File: config.mk
export PLATFORM = sky130hd
export DESIGN_NAME = lz4d_outq
export DESIGN_NICKNAME = d
export VERILOG_FILES = /design/src/sv/lz4d_pkg.sv /design/src/sv/lz4d_outq.sv
export SDC_FILE = /design/constraint.sdc
export NUM_CORES = 1
export LEC_CHECK = 0
export BUFFER_PORTS_ARGS = -buffer_cell sky130_fd_sc_hd__clkbuf_2
export CORE_MARGIN = 10
export CORE_UTILIZATION = 50
export CTS_BUF_LIST = sky130_fd_sc_hd__clkbuf_16
export DETAILED_ROUTE_END_ITERATION = 16
export HOLD_SLACK_MARGIN = 0.02
export PLACE_DENSITY = 0.71
export SLEW_MARGIN = 20
export SYNTH_ARGS = -nofsm -noshare
export SYNTH_HDL_FRONTEND = slang
export SYNTH_SLANG_ARGS = --single-unit
File: constraint.sdc
create_clock -name clk -period 2.1 [get_ports clk]
set_input_delay 0.21 -clock clk [delete_from_list [all_inputs] [get_ports clk]]
set_output_delay 0.21 -clock clk [all_outputs]
set_load 0.01 [all_outputs]
File: src/sv/lz4d_pkg.sv
package lz4d_pkg;

  localparam int HIST_AW = 16;           // history of 64 KiB
  localparam int LEN_W   = 23;
  localparam int OQ_DEPTH = 4;
  localparam int OQ_AW   = 2;
  localparam int OQ_CW   = 3;

  localparam logic [LEN_W-1:0] LEN_MAX       = 23'h7FFFFF;
  localparam logic [LEN_W-1:0] MAX_BLOCK_RST = 23'd65536;

  localparam logic [3:0] NIBBLE_EXT = 4'd15;
  localparam logic [7:0] BYTE_EXT   = 8'd255;
  localparam logic [LEN_W-1:0] MATCH_MIN = 23'd4;

  localparam logic OP_DATA = 1'b0;
  localparam logic OP_PULL = 1'b1;

  localparam logic [2:0] ERR_NONE      = 3'd0;
  localparam logic [2:0] ERR_TRUNC     = 3'd1;
  localparam logic [2:0] ERR_CAPACITY  = 3'd2;
  localparam logic [2:0] ERR_OFFSET    = 3'd3;
  localparam logic [2:0] ERR_DATA_PEND = 3'd4;

  typedef struct packed {
    logic             has_byte;
    logic [7:0]       out_byte;
    logic             match_pending;
    logic             block_done;
    logic [LEN_W-1:0] block_length;
    logic [2:0]       error_code;
  } res_t;

  // request from the parser into the history stage
  typedef struct packed {
    logic               res_valid;
    logic               rd;
    logic [HIST_AW-1:0] raddr;
    logic               we;
    logic [HIST_AW-1:0] waddr;
    logic               from_mem;
    res_t               res;
  } hist_req_t;

endpackage

File: src/sv/lz4d_outq.sv
module lz4d_outq
  import lz4d_pkg::*;
(
  input  logic             clk,
  input  logic             rst_n,
  input  logic             push,
  input  res_t             push_res,
  input  logic             pop,
  output logic             q_valid,
  output res_t             q_res,
  output logic [OQ_CW-1:0] q_count
);

  res_t             ent_r [OQ_DEPTH];
  logic [OQ_AW-1:0] head_r, tail_r;
  logic [OQ_CW-1:0] count_r, count_nxt;
  logic             do_pop;

  assign q_valid = (count_r != '0);
  assign q_res   = ent_r[head_r];
  assign q_count = count_r;
  assign do_pop  = pop && q_valid;

  always_comb begin
    count_nxt = count_r;
    if (push && !do_pop) count_nxt = count_r + OQ_CW'(1);
    if (!push && do_pop) count_nxt = count_r - OQ_CW'(1);
  end

  always_ff @(posedge clk) begin
    if (!rst_n) begin
      head_r  <= '0;
      tail_r  <= '0;
      count_r <= '0;
    end else begin
      if (push) tail_r <= tail_r + OQ_AW'(1);
      if (do_pop) head_r <= head_r + OQ_AW'(1);
      count_r <= count_nxt;
    end
    if (push) ent_r[tail_r] <= push_res;
  end

`ifndef SYNTH
  a_no_overflow: assert property (@(posedge clk) disable iff (!rst_n)
    push |-> (count_r != OQ_CW'(OQ_DEPTH)) || do_pop)
    else $error("result queue overflow");
`endif

endmodule

-- Word level (Yosys, flattened, before mapping)
Memories as Yosys holds them, arrays and structs flattened. A register that Yosys moved wholly into a read port is not among the register bits.
Cells that the tools add are included.
- flip-flop bits (word level): 7
- bits in writable memories: 148
- output and inout bits: 41
- word-level logic and storage cells: 21
- memories: 1
- memory list (memory ; words ; width ; read ports ; clocked after memory_dff ; wr ports ; RTL line ; text):
    ent_r ; 4 ; 37 ; 1 ; 1 ; 1 ; lz4d_outq.sv:14 ; res_t ent_r [OQ_DEPTH];
- add/sub/neg operators: 4
- mux-type cells: 6
- reduce and logical (&&, ||, !) cells: 7
- operators by type and width (cell ; number):
    3-bit 2-to-1 mux ; 2
    2-bit by 1-bit adder with 2-bit output, second input constant ; 2
    2-bit 2-to-1 mux ; 2
    3-bit by 1-bit adder with 3-bit output, second input constant ; 1
    1-bit logical AND ; 3
    3-bit nonzero test ; 1
    3-bit by 1-bit subtractor with 3-bit output, second input constant ; 1
    1-bit logical NOT ; 2
    1-bit 2-to-1 mux ; 2
    2-bit nonzero test ; 1

-- Longest topological paths before layout
Gate-level depths: netlist of run 1.
- word-level depth: 6
- mapped depth: 7

-- Worst setup path after synthesis of run 1
No wires, ideal clock.
- kind: reg-to-reg
- start point: register count_r[0] (netlist: q_count[0])
- end point: register count_r[2] (netlist: q_count[2])
- setup time: 0.076 ns
- arrival: 1.792 ns
- data required time: 2.024 ns
- slack: 0.232 ns
- cell stages (with the launch flop): 8
- cell sequence: dfxtp_1 > o31a_1 > ha_1 > inv_1 > fa_1 > xor2_1 > or3_1 > a21boi_0
- longest elaborated chain between the ends: 5
- elaborated cells on any way between the ends: 10
- those cells by class: add/sub (2); mux (2); reduce/logical (6)
- ends and longest elaborated chain (element ; RTL line ; text):
    start, declared ; lz4d_outq.sv:16 ; logic [OQ_CW-1:0] count_r, count_nxt;
    start signal, assigned ; lz4d_outq.sv:38 ; count_r <= count_nxt;
    3-bit nonzero test * ; lz4d_outq.sv:19 ; assign q_valid = (count_r != '0);
    1-bit logical AND * ; lz4d_outq.sv:22 ; assign do_pop = pop && q_valid;
    named net do_pop ; lz4d_outq.sv:17 ; logic do_pop;
    1-bit logical NOT ; lz4d_outq.sv:26 ; if (push && !do_pop) count_nxt = count_r + OQ_CW'(1);
    1-bit logical AND ; lz4d_outq.sv:26 ;
    2-bit nonzero test (no line) ; -- ;
Mark *: on every way through the listed nets, which the timed path passes. The rest lies on a longest branch. The select of a mux whose other input is x is not followed.
A chain may end at the register's enable or synchronous reset.

==> results of run 1 <==
where the power goes:
group          internal (mW)  switching, mW  leakage [nW]
clock                   1.53           1.23         0.252
combinational          0.803          0.731         0.885
sequential              3.62         0.0842          1.44
placed cells by master (no fill, tap or decap), drive strengths merged:
cell / netlist / routed
fa: 1 / 1
nor2b: 3 / 3
diode: 0 / 1
clkinvlp: 0 / 4
mux2i: 1 / 1
xnor2: 3 / 3
buf: 7 / 6
o31a: 1 / 1
dfxtp: 9 / 9
or3: 2 / 2
inv: 6 / 12
ha: 5 / 5
bufbuf: 0 / 1
mux4: 37 / 37
o311ai: 1 / 1
a21boi: 1 / 1
clkinv: 0 / 5
nand2: 1 / 1
and2: 8 / 8
dlygate4sd3: 0 / 37
xor2: 2 / 2
o21ai: 2 / 2
clkbuf: 1 / 98
edfxtp: 148 / 148
kinds of logic after synthesis:
group,count (synthesis),synth area share
buffers and inverters,14,0.01945
adders and majority gates,6,0.01411
and+or+nand+nor,14,0.01453
AOI/OAI and AO/OA,5,0.005985
xor gates and xnor gates,5,0.007482
DFF,157,0.7899
muxes,38,0.1485
cell type report:
type | count | area [sq um]
flip-flops and latches | 157 | 4631
clock inverters | 15 | 113.9
repair buffers | 125 | 878.3
fillers | 781 | 4045
inverters | 6 | 22.52
diodes | 1 | 2.502
clock buffers | 17 | 425.4
well taps | 143 | 178.9
multi-input cells | 68 | 1121
synth_stat cells, drive strengths merged:
master  count  share of area
edfxtp    148           0.76
mux4       37           0.15
dfxtp       9          0.031
and2        8         0.0085
buf         7          0.015
inv         6         0.0038
ha          5          0.011
nor2b       3         0.0032
xnor2       3         0.0045
o21ai       2         0.0017
or3         2         0.0021
xor2        2         0.0030
a21boi      1         0.0013
clkbuf      1        0.00085
fa          1         0.0034
mux2i       1         0.0017
nand2       1        0.00064
o311ai      1         0.0015
o31a        1         0.0015
what timing repair did:
item | 4_1_cts | 5_1_grt
hold buffers | 37 | 0
resized for setup | 0 | 3
gates cloned | 1 | 0
hold endpoints to repair | 148 | 0
setup endpoints to repair | 3 | 19
per-layer routing:
layer,vias up,global-route usage,routed length (um)
li1,1282,-,-
met1,1404,0.1627,4381
met2,71,0.2040,5232
met3,13,0.05170,574
met4,0,0.05695,150
met5,-,0,0
worst reg2reg max path: cells and delay by family (launching register included):
family                   cells  cell delay (ps)
adder cells (fa/ha/maj)      2              570
flip-flops                   1              380
AO/OA/AOI/OAI                2              370
AND/OR/NAND/NOR              1              320
XOR/XNOR                     1              160
buffers and inverters        1               60
metrics by stage:
| step | TNS (ps) | setup slack [ps] |
|---|---|---|
| after global routing | -254.1 | -23.42 |
| after floorplan | 0 | 232.1 |
| after CTS | 0 | 1.282 |
| final | 0 | 64.80 |
| after detailed placement | 0 | 109.8 |
| after global placement | 0 | 245.5 |
flip-flops by register name, summed over array words and instances (netlist names), named ones only:
signal,cells
q_count,3
ent_r,148
head_r,2
tail_r,2
worst paths after layout:
path | startpoint | end | slack, ps | depth (start not counted)
max | register | q_res[0] | 60 | 3
min | rst_n | q_count[0] | 100 | 2
max reg2reg | q_count[0] | q_count[2] | 160 | 7
min reg2reg | q_count[2] | q_count[2] | 550 | 2
==> summary.txt, run 1 <==
Clocking
  • CTS tree: built
  • CTS Root Cell: clkbuf_16
  • TritonCTS Buffers: 17
  • Clock sinks: 157
  • H-tree depth: 4
  • Clock buffer depth: 2
  • Post-CTS Setup Bufs: 0
  • Clock latency on the worst-skew pair: 410 ps
  • Clock-pin slew on the worst setup and hold paths: 60 ps

Setup path
  • Critical path arrival: 1830 ps
  • Crit end category: primary output
  • Critical Path Start Type: register
  • Critical Path RT: 1890 ps
  • Slowest CP cell: mux4_2
  • Crit-path max FO: 18
  • CP max stage delay: 510 ps
  • Worst path cell trace: bufbuf_16, mux4_2, clkbuf_2
  • Top Family by Delay on Critical Path: multiplexers
  • Critical path type: register to primary output
  • Worst Path Buf+Inv: 2

Die
  • Chip height: 128.2 um
  • Area of the die: 16,440 sq um
  • Die Wd: 128.2 um
  • # IOs: 82
  • Row cnt: 39
  • Starting density of the core: 0.5127
  • Core ar.: 11,420 sq um

Layout
  • Layout area overhead: 25.95%
  • Fin cells: 532
  • Post-route cell area: 7373 sq um
  • Layout net count: 422
  • Post-layout util: 0.6457
  • Ratio of cells with drive above 1 in the final layout: 0.4021

Timing
  • Max Freq: 0.4914 GHz
  • Worst hold slack: 102.0 ps
  • Worst-margin pin slew: 1019 ps
  • Slew Viols, Final: 0
  • Final Hold Vio Count: 0
  • Clock Skew: 5.746 ps
  • Unrepaired setup endpoints after global routing: true
  • Setup violators final: 0
  • Worst slew margin: 0.3204
  • Tcrit/Tclk final: 0.9691
  • Final min period: 2035 ps

Drt
  • DRC marker count from the first detailed-route iteration: 178
  • DR pass1 iterations: 4
  • Antenna viol nets, final: 0
  • Detailed-route via count: 2,770
  • Total Wirelength: 10.34 mm
  • # DRC: 0
  • Drt via density: 5.207
  • DR WL/cell: 19.43 um

Placed design
  • Post-DP Area: 6425 sq um
  • Dpl hpwl: 5.915 mm
  • Post-Place Cells: 461
  • Port bufs: 81
  • Gpl congestion: 0.7018

Synthesis
  • Seq/Total Area, Yosys: 0.7899
  • Syn_nets: 286
  • Seq cells post-synth: 157
  • Yosys warning count: 0
  • Syn Area/Cell: 24.50 sq um
  • Cells after Synth: 239
  • Synth unique cells: 22
  • Synthesized cell area: 5854 sq um

Pwr
  • Power Density: 1085 nW/um^2
  • Tot Pwr: 7.999 mW
  • Max VDD drop: 0.7980 mV
  • Leak: 2.572 nW

Outcome
  • Status: finished clean

Global routing
  • Initial antenna violation count: 1
  • GRT Util Overall: 0.1323
  • Congestion Overflow GR: 0
  • Number of global-route vias before repair: 2,985
  • First-pass GRT wire length: 16.32 mm
  • Largest net degree at the start of global routing: 38

Flow run
  • Max Cap Viol: 0

Worst hold path
  • Hold crit path type: primary input to register
No activity file was read; power rests on OpenSTA's default activity.
==> run 2, diff against run 1 <==
--- a/config.mk
+++ b/config.mk
@@ -6,12 +6,15 @@
 export NUM_CORES = 1
 export LEC_CHECK = 0
 export BUFFER_PORTS_ARGS = -buffer_cell sky130_fd_sc_hd__clkbuf_2
+export CELL_PAD_IN_SITES_DETAIL_PLACEMENT = 2
+export CELL_PAD_IN_SITES_GLOBAL_PLACEMENT = 2
 export CORE_MARGIN = 10
-export CORE_UTILIZATION = 50
+export CORE_UTILIZATION = 44
 export CTS_BUF_LIST = sky130_fd_sc_hd__clkbuf_16
 export DETAILED_ROUTE_END_ITERATION = 16
 export HOLD_SLACK_MARGIN = 0.02
-export PLACE_DENSITY = 0.71
+export MAX_ROUTING_LAYER = met4
+export PLACE_DENSITY_LB_ADDON = 0.1
 export SLEW_MARGIN = 20
 export SYNTH_ARGS = -nofsm -noshare
 export SYNTH_HDL_FRONTEND = slang
==> run 2 against run 1 <==
Against the previous run: sequential share of layout area shrank 0.28 points; core utilization shrank 8.2 points; sequential cell count is the same; design area grew 0.51%; die area grew 11%; total power grew 4.7%; sequential power grew 1%; via count grew 4.2%; critical path depth is the same; register-to-register slack gained 50 ps; combinational power grew 3%; worst setup slack gained 7.2 ps; highest routed layer unchanged.
==> summary.txt, run 2 (synthesized netlist as in run 1, its figures left out) <==
Setup path
  • Critical Path End: q_res[27]
  • Critical path arrival: 1820 ps (about the same)
  • Reg2Reg Depth: 7 (unchanged)
  • RR Startpoint: q_count[0]
  • Worst path cell trace: buf_6, mux4_1, clkbuf_2
  • Reg2reg setup slack: 210 ps (+50 ps)
  • Critical Path RT: 1890 ps (about the same)
  • Crit-path max FO: 8 (-10)
  • Slowest CP cell: mux4_1
  • Critical Path Start Type: register
  • Worst Path Buf+Inv: 2 (unchanged)
  • RR Endpoint: q_count[2]
  • Crit end category: primary output
  • Critical path type: register to primary output
  • CP max stage delay: 610 ps (+100 ps)
  • Worst path depth: 3 (unchanged)
  • Top Family by Delay on Critical Path: multiplexers

Timing
  • Worst-margin pin slew: 382.0 ps (-637.4 ps)
  • Clock Skew: 7.319 ps (+1.573 ps)
  • Worst slew margin: 0.7454 (+0.4249)
  • Final min period: 2028 ps (-7.157 ps)
  • Worst hold slack: 29.41 ps (-72.63 ps)
  • Setup violators final: 0 (unchanged)
  • Post-route setup TNS: 0 ps (unchanged)
  • Unrepaired setup endpoints after global routing: false
  • Slew Viols, Final: 0 (unchanged)
  • Tcrit/Tclk final: 0.9657 (-0.003408)
  • Final WS setup: 71.95 ps (+7.157 ps)
  • Max Freq: 0.4931 GHz (+0.35%)
  • Final Hold Vio Count: 0 (unchanged)

Layout
  • Post-layout util: 0.5641 (-0.08164)
  • FF+latch area: 4633 sq um (about the same)
  • Area of the multi-input gates: 1121 sq um (unchanged)
  • Antenna diode count: 0 (-1)
  • Fill cells: 1,113 (+43%)
  • Ratio of cells with drive above 1 in the final layout: 0.4234 (+0.02131)
  • Layout net count: 419 (-0.71%)
  • Fin cells: 561 (+5.5%)
  • Commonest cells after routing, fill and taps aside: 148 x edfxtp_1, 81 x clkbuf_2, 30 x mux4_2
  • Max FFs per register: 148 (unchanged)
  • Commonest non-fill, non-tap cell in the layout: edfxtp_1
  • Top reg by flops: ent_r
  • Post-route cell area: 7411 sq um (+0.51%)
  • Layout area overhead: 26.59%

Placed design
  • DP Worst Slack: 104.0 ps (-5.808 ps)
  • Port bufs: 81 (unchanged)
  • Gpl congestion: 0.6976 (-0.60%)
  • Post-DP Area: 6519 sq um (+1.5%)
  • Post-Place Cells: 501 (+8.7%)
  • Dpl hpwl: 8.647 mm (+46%)

Drt
  • Antenna viol nets, final: 0 (unchanged)
  • Detailed-route via count: 2,885 (+4.2%)
  • Total Wirelength: 13.97 mm (+35%)
  • Drt via density: 5.143 (-1.2%)
  • DRC marker count from the first detailed-route iteration: 137 (-23%)
  • DR pass1 iterations: 4 (unchanged)
  • DR WL/cell: 24.91 um (+28%)
  • # DRC: 0 (unchanged)

Die
  • Chip height: 135.4 um (+5.6%)
  • Die Wd: 135.4 um (+5.6%)
  • Core ar.: 13,140 sq um (+15%)
  • Row cnt: 42 (+7.7%)
  • Area of the die: 18,320 sq um (+11%)
  • # IOs: 82 (unchanged)
  • Starting density of the core: 0.4456 (-0.06709)

Global routing
  • GRT Util Overall: 0.1666 (+0.03433)
  • Congestion Overflow GR: 0 (unchanged)
  • First-pass GRT wire length: 21.55 mm (+32%)
  • Initial antenna violation count: 0 (-1)
  • Number of global-route vias before repair: 3,395 (+14%)
  • Largest net degree at the start of global routing: 24 (-37%)

Worst hold path
  • Hold crit path type: primary input to register

Clocking
  • CTS tree: built
  • CTS Root Cell: clkbuf_16
  • TritonCTS Buffers: 17 (unchanged)
  • Clock latency on the worst-skew pair: 430 ps (+20 ps)
  • Clock sinks: 157 (unchanged)
  • Clock-pin slew on the worst setup and hold paths: 60 ps (about the same)
  • H-tree depth: 4 (unchanged)
  • Clock buffer depth: 2 (unchanged)

Flow run
  • Max Cap Viol: 0 (unchanged)

Pwr
  • Power Density: 1130 nW/um^2 (+4.2%)
  • Max VDD drop: 0.7249 mV (-9.2%)
  • Comb power frac: 0.188 (-0.004)
  • Register share of total power: 0.447 (-0.017)
  • Sw frac: 0.2507 (-0.005075)
  • Clock share of power: 0.364 (+0.020)
  • NetSw: 2.099 mW (+2.6%)
  • Int Pwr: 6.276 mW (+5.4%)
  • Leak: 2.605 nW (+1.3%)
  • Tot Pwr: 8.375 mW (+4.7%)

Outcome
  • Status: finished clean
[run 2: worst min-delay path by stage]
stage,from,endpoint,slack (ps),cells past startpoint
2_1_floorplan,push_res[0],ent_r[0][0],310,0
3_3_place_gp,push_res[34],ent_r[2][34],430,1
3_5_place_dp,push_res[0],ent_r[0][0],430,1
4_1_cts,push_res[21],ent_r[3][21],20,1
5_1_grt,push_res[7],ent_r[3][7],20,1
6_report,push_res[21],ent_r[3][21],30,1
[run 2: final cells by class]
| cell class | count | share of cell area |
|---|---|---|
| inverters | 6 | 0.003039 |
| multi-input cells | 68 | 0.1513 |
| well taps | 176 | 0.02971 |
| repair buffers | 122 | 0.1119 |
| flip-flops and latches | 157 | 0.6252 |
| clock inverters | 15 | 0.02144 |
| clock buffers | 17 | 0.05740 |
[run 2: power by group through the flow]
stage          Sequential [mW]  Clock, mW  Combinational (mW)
2_1_floorplan             3.75          0                1.01
3_3_place_gp              3.77          0                1.49
3_5_place_dp              3.79          0                1.52
4_1_cts                   3.74       3.11                1.64
5_1_grt                   3.78       3.26                1.73
6_report                  3.75       3.05                1.58
[run 2: repair_timing]
item                                   CTS  global route
resized for setup                        0             7
gates cloned                             1             0
hold buffers                            26             1
setup endpoints to repair                3            17
setup buffers                            0             0
endpoints found under the hold margin  102             1
[run 2: routing by layer]
metal,vias to the layer above,track usage,wire (um)
met3,17,0.04488,606
met1,1517,0.1904,5702
met4,0,0.05742,182
met5,-,-,0
met2,78,0.2784,7482
li1,1273,-,-
==> run 3, diff against run 2 <==
--- a/config.mk
+++ b/config.mk
@@ -14,7 +14,7 @@
 export DETAILED_ROUTE_END_ITERATION = 16
 export HOLD_SLACK_MARGIN = 0.02
 export MAX_ROUTING_LAYER = met4
-export PLACE_DENSITY_LB_ADDON = 0.1
+export PLACE_DENSITY = 0.83
 export SLEW_MARGIN = 20
 export SYNTH_ARGS = -nofsm -noshare
 export SYNTH_HDL_FRONTEND = slang
==> run 3 against run 2 <==
Against the previous run: design area decreased by 1.0%; worst hold slack improved by 9.5 ps; count of clock-buffer cells in the layout unchanged; sequential cell count unchanged; first-iteration DRC count increased by 88%; largest power group unchanged; highest routed layer unchanged.
==> summary.txt, run 3 (synthesized netlist as in run 1, its figures left out) <==
Outcome
  • Status: finished clean

Timing
  • Worst-margin pin slew: 388.2 ps (+6.283 ps)
  • Worst slew margin: 0.7412 (-0.004188)
  • Post-route setup TNS: 0 ps (unchanged)
  • Final Hold Vio Count: 0 (unchanged)
  • Worst hold slack: 38.91 ps (+9.498 ps)
  • Unrepaired setup endpoints after global routing: false
  • Slew Viols, Final: 0 (unchanged)
  • Setup violators final: 0 (unchanged)
  • Final min period: 2043 ps (+14.78 ps)
  • Clock Skew: 9.623 ps (+2.305 ps)
  • Max Freq: 0.4895 GHz (-0.72%)
  • Tcrit/Tclk final: 0.9728 (+0.007039)

Worst hold path
  • WHS Path Cells: 1 (unchanged)
  • Hold crit path type: primary input to register
  • Hold_sp: push_res[34]
  • Hold EP: ent_r[3][34]

Layout
  • Fill cells: 1,127 (+1.3%)
  • Max FFs per register: 148 (unchanged)
  • Commonest non-fill, non-tap cell in the layout: edfxtp_1
  • Commonest cells after routing, fill and taps aside: 148 x edfxtp_1, 81 x clkbuf_2, 31 x mux4_2
  • Ratio of cells with drive above 1 in the final layout: 0.4107 (-0.01271)
  • Top reg by flops: ent_r
  • Layout area overhead: 25.26%
  • Layout net count: 411 (-1.9%)
  • FF+latch area: 4633 sq um (unchanged)
  • Post-layout util: 0.5582 (-0.005905)
  • Post-route cell area: 7333 sq um (-1.0%)
  • Area of the multi-input gates: 1117 sq um (-0.34%)

Pwr
  • Register share of total power: 0.459 (+0.012)
  • NetSw: 2.130 mW (+1.5%)
  • Sw frac: 0.2618 (+0.01114)
  • Power Density: 1109 nW/um^2 (-1.8%)
  • Int Pwr: 6.006 mW (-4.3%)
  • Max VDD drop: 0.6336 mV (-13%)
  • Clock share of power: 0.340 (-0.024)
  • Leak: 2.551 nW (-2.1%)
  • Comb power frac: 0.201 (+0.013)
  • Tot Pwr: 8.136 mW (-2.9%)

Drt
  • # DRC: 0 (unchanged)
  • DR WL/cell: 28.16 um (+13%)
  • Drt via density: 5.246 (+2.0%)
  • DR pass1 iterations: 4 (unchanged)
  • Total Wirelength: 15.55 mm (+11%)
  • Detailed-route via count: 2,896 (+0.38%)
  • Antenna viol nets, final: 0 (unchanged)
  • DRC marker count from the first detailed-route iteration: 257 (+88%)

Die
  • Row cnt: 42 (unchanged)
  • Starting density of the core: 0.4456 (unchanged)
  • Core ar.: 13,140 sq um (unchanged)
  • Die Wd: 135.4 um (unchanged)
  • Chip height: 135.4 um (unchanged)
  • # IOs: 82 (unchanged)
  • Area of the die: 18,320 sq um (unchanged)

Global routing
  • Congestion Overflow GR: 0 (unchanged)
  • GRT Util Overall: 0.1836 (+0.01694)
  • Largest net degree at the start of global routing: 38 (+58%)
  • Number of global-route vias before repair: 3,293 (-3.0%)
  • Initial antenna violation count: 1 (+1)
  • First-pass GRT wire length: 23.18 mm (+7.6%)

Setup path
  • Worst Path Buf+Inv: 2 (unchanged)
  • Worst path cell trace: buf_12, mux4_1, clkbuf_2
  • Reg2reg setup slack: 170 ps (-40 ps)
  • Slowest CP cell: mux4_1
  • Critical Path Start Type: register
  • Critical Path RT: 1890 ps (about the same)
  • Crit-path max FO: 19 (+11)
  • Critical path type: register to primary output
  • CP max stage delay: 640 ps (+30 ps)
  • RR Endpoint: q_count[2]
  • Crit end category: primary output
  • RR Startpoint: q_count[1]
  • Top Family by Delay on Critical Path: multiplexers
  • Reg2Reg Depth: 7 (unchanged)
  • Critical path arrival: 1830 ps (about the same)

Clocking
  • Clock latency on the worst-skew pair: 430 ps (about the same)
  • Clock buffer depth: 2 (unchanged)
  • CTS tree: built
  • Clock-pin slew on the worst setup and hold paths: 60 ps (about the same)
  • Post-CTS Setup Bufs: 0 (unchanged)
  • TritonCTS Buffers: 17 (unchanged)
  • CTS Root Cell: clkbuf_16
  • H-tree depth: 4 (unchanged)
  • Clock sinks: 157 (unchanged)

Placed design
  • Post-DP Area: 6536 sq um (+0.27%)
  • Gpl congestion: 0.7017 (+0.59%)
  • Dpl hpwl: 8.997 mm (+4.0%)
  • Port bufs: 81 (unchanged)

Flow run
  • Max Cap Viol: 0 (unchanged)
run 3: stage by stage:
step	setup WS, ps	std cells
floorplan	232.1	239
global placement	234.7	495
detailed placement	132.3	495
CTS	9.674	551
global route	10.12	552
finish	57.17	552
run 3: cell type report:
| cell class | instances | share of cell area |
|---|---|---|
| Tap cell | 176 | 0.03003 |
| Inverter | 6 | 0.003071 |
| Sequential cell | 157 | 0.6318 |
| Clock inverter | 13 | 0.01211 |
| Clock buffer | 17 | 0.05801 |
| Multi-Input combinational cell | 68 | 0.1524 |
| Antenna cell | 1 | 0.0003412 |
| Timing Repair Buffer | 114 | 0.1123 |
run 3: power by group through the flow:
stage          Clock [mW]  Combinational [mW]  Sequential [mW]
2_1_floorplan           0                1.01             3.75
3_3_place_gp            0                1.49             3.75
3_5_place_dp            0                1.55             3.78
4_1_cts              2.75                1.67             3.72
5_1_grt              2.95                1.78             3.76
6_report             2.77                1.63             3.74
run 3: repair_timing:
| item | CTS | global route |
|---|---|---|
| gates resized for setup | 0 | 7 |
| hold buffers | 25 | 0 |
| gates cloned | 1 | 0 |
| setup endpoints to repair | 3 | 18 |
| hold endpoints to repair | 95 | 0 |
run 3: worst max-delay path by stage:
stage,slack (ps),to,cells past startpoint
2_1_floorplan,230,q_count[2],7
3_3_place_gp,230,q_count[2],7
3_5_place_dp,130,q_count[2],7
4_1_cts,10,q_res[20],3
6_report,60,q_res[35],3
5_1_grt,10,q_res[36],3
run 3: worst reg2reg max path, cell delays in order (launching register included):
cell and delay [ps]:
dfxtp_2 380, o31a_1 210, ha_1 200, inv_1 60, fa_1 380, xor2_1 170
or3_1 310, a21boi_1 140
run 3: per-layer routing:
layer | GRT usage | up-vias | part of all wire
met1 | 0.2184 | 1525 | 0.41
met5 | - | - | 0
met4 | 0.05921 | 0 | 0.010
met2 | 0.2911 | 108 | 0.52
met3 | 0.06009 | 11 | 0.064
li1 | - | 1252 | -
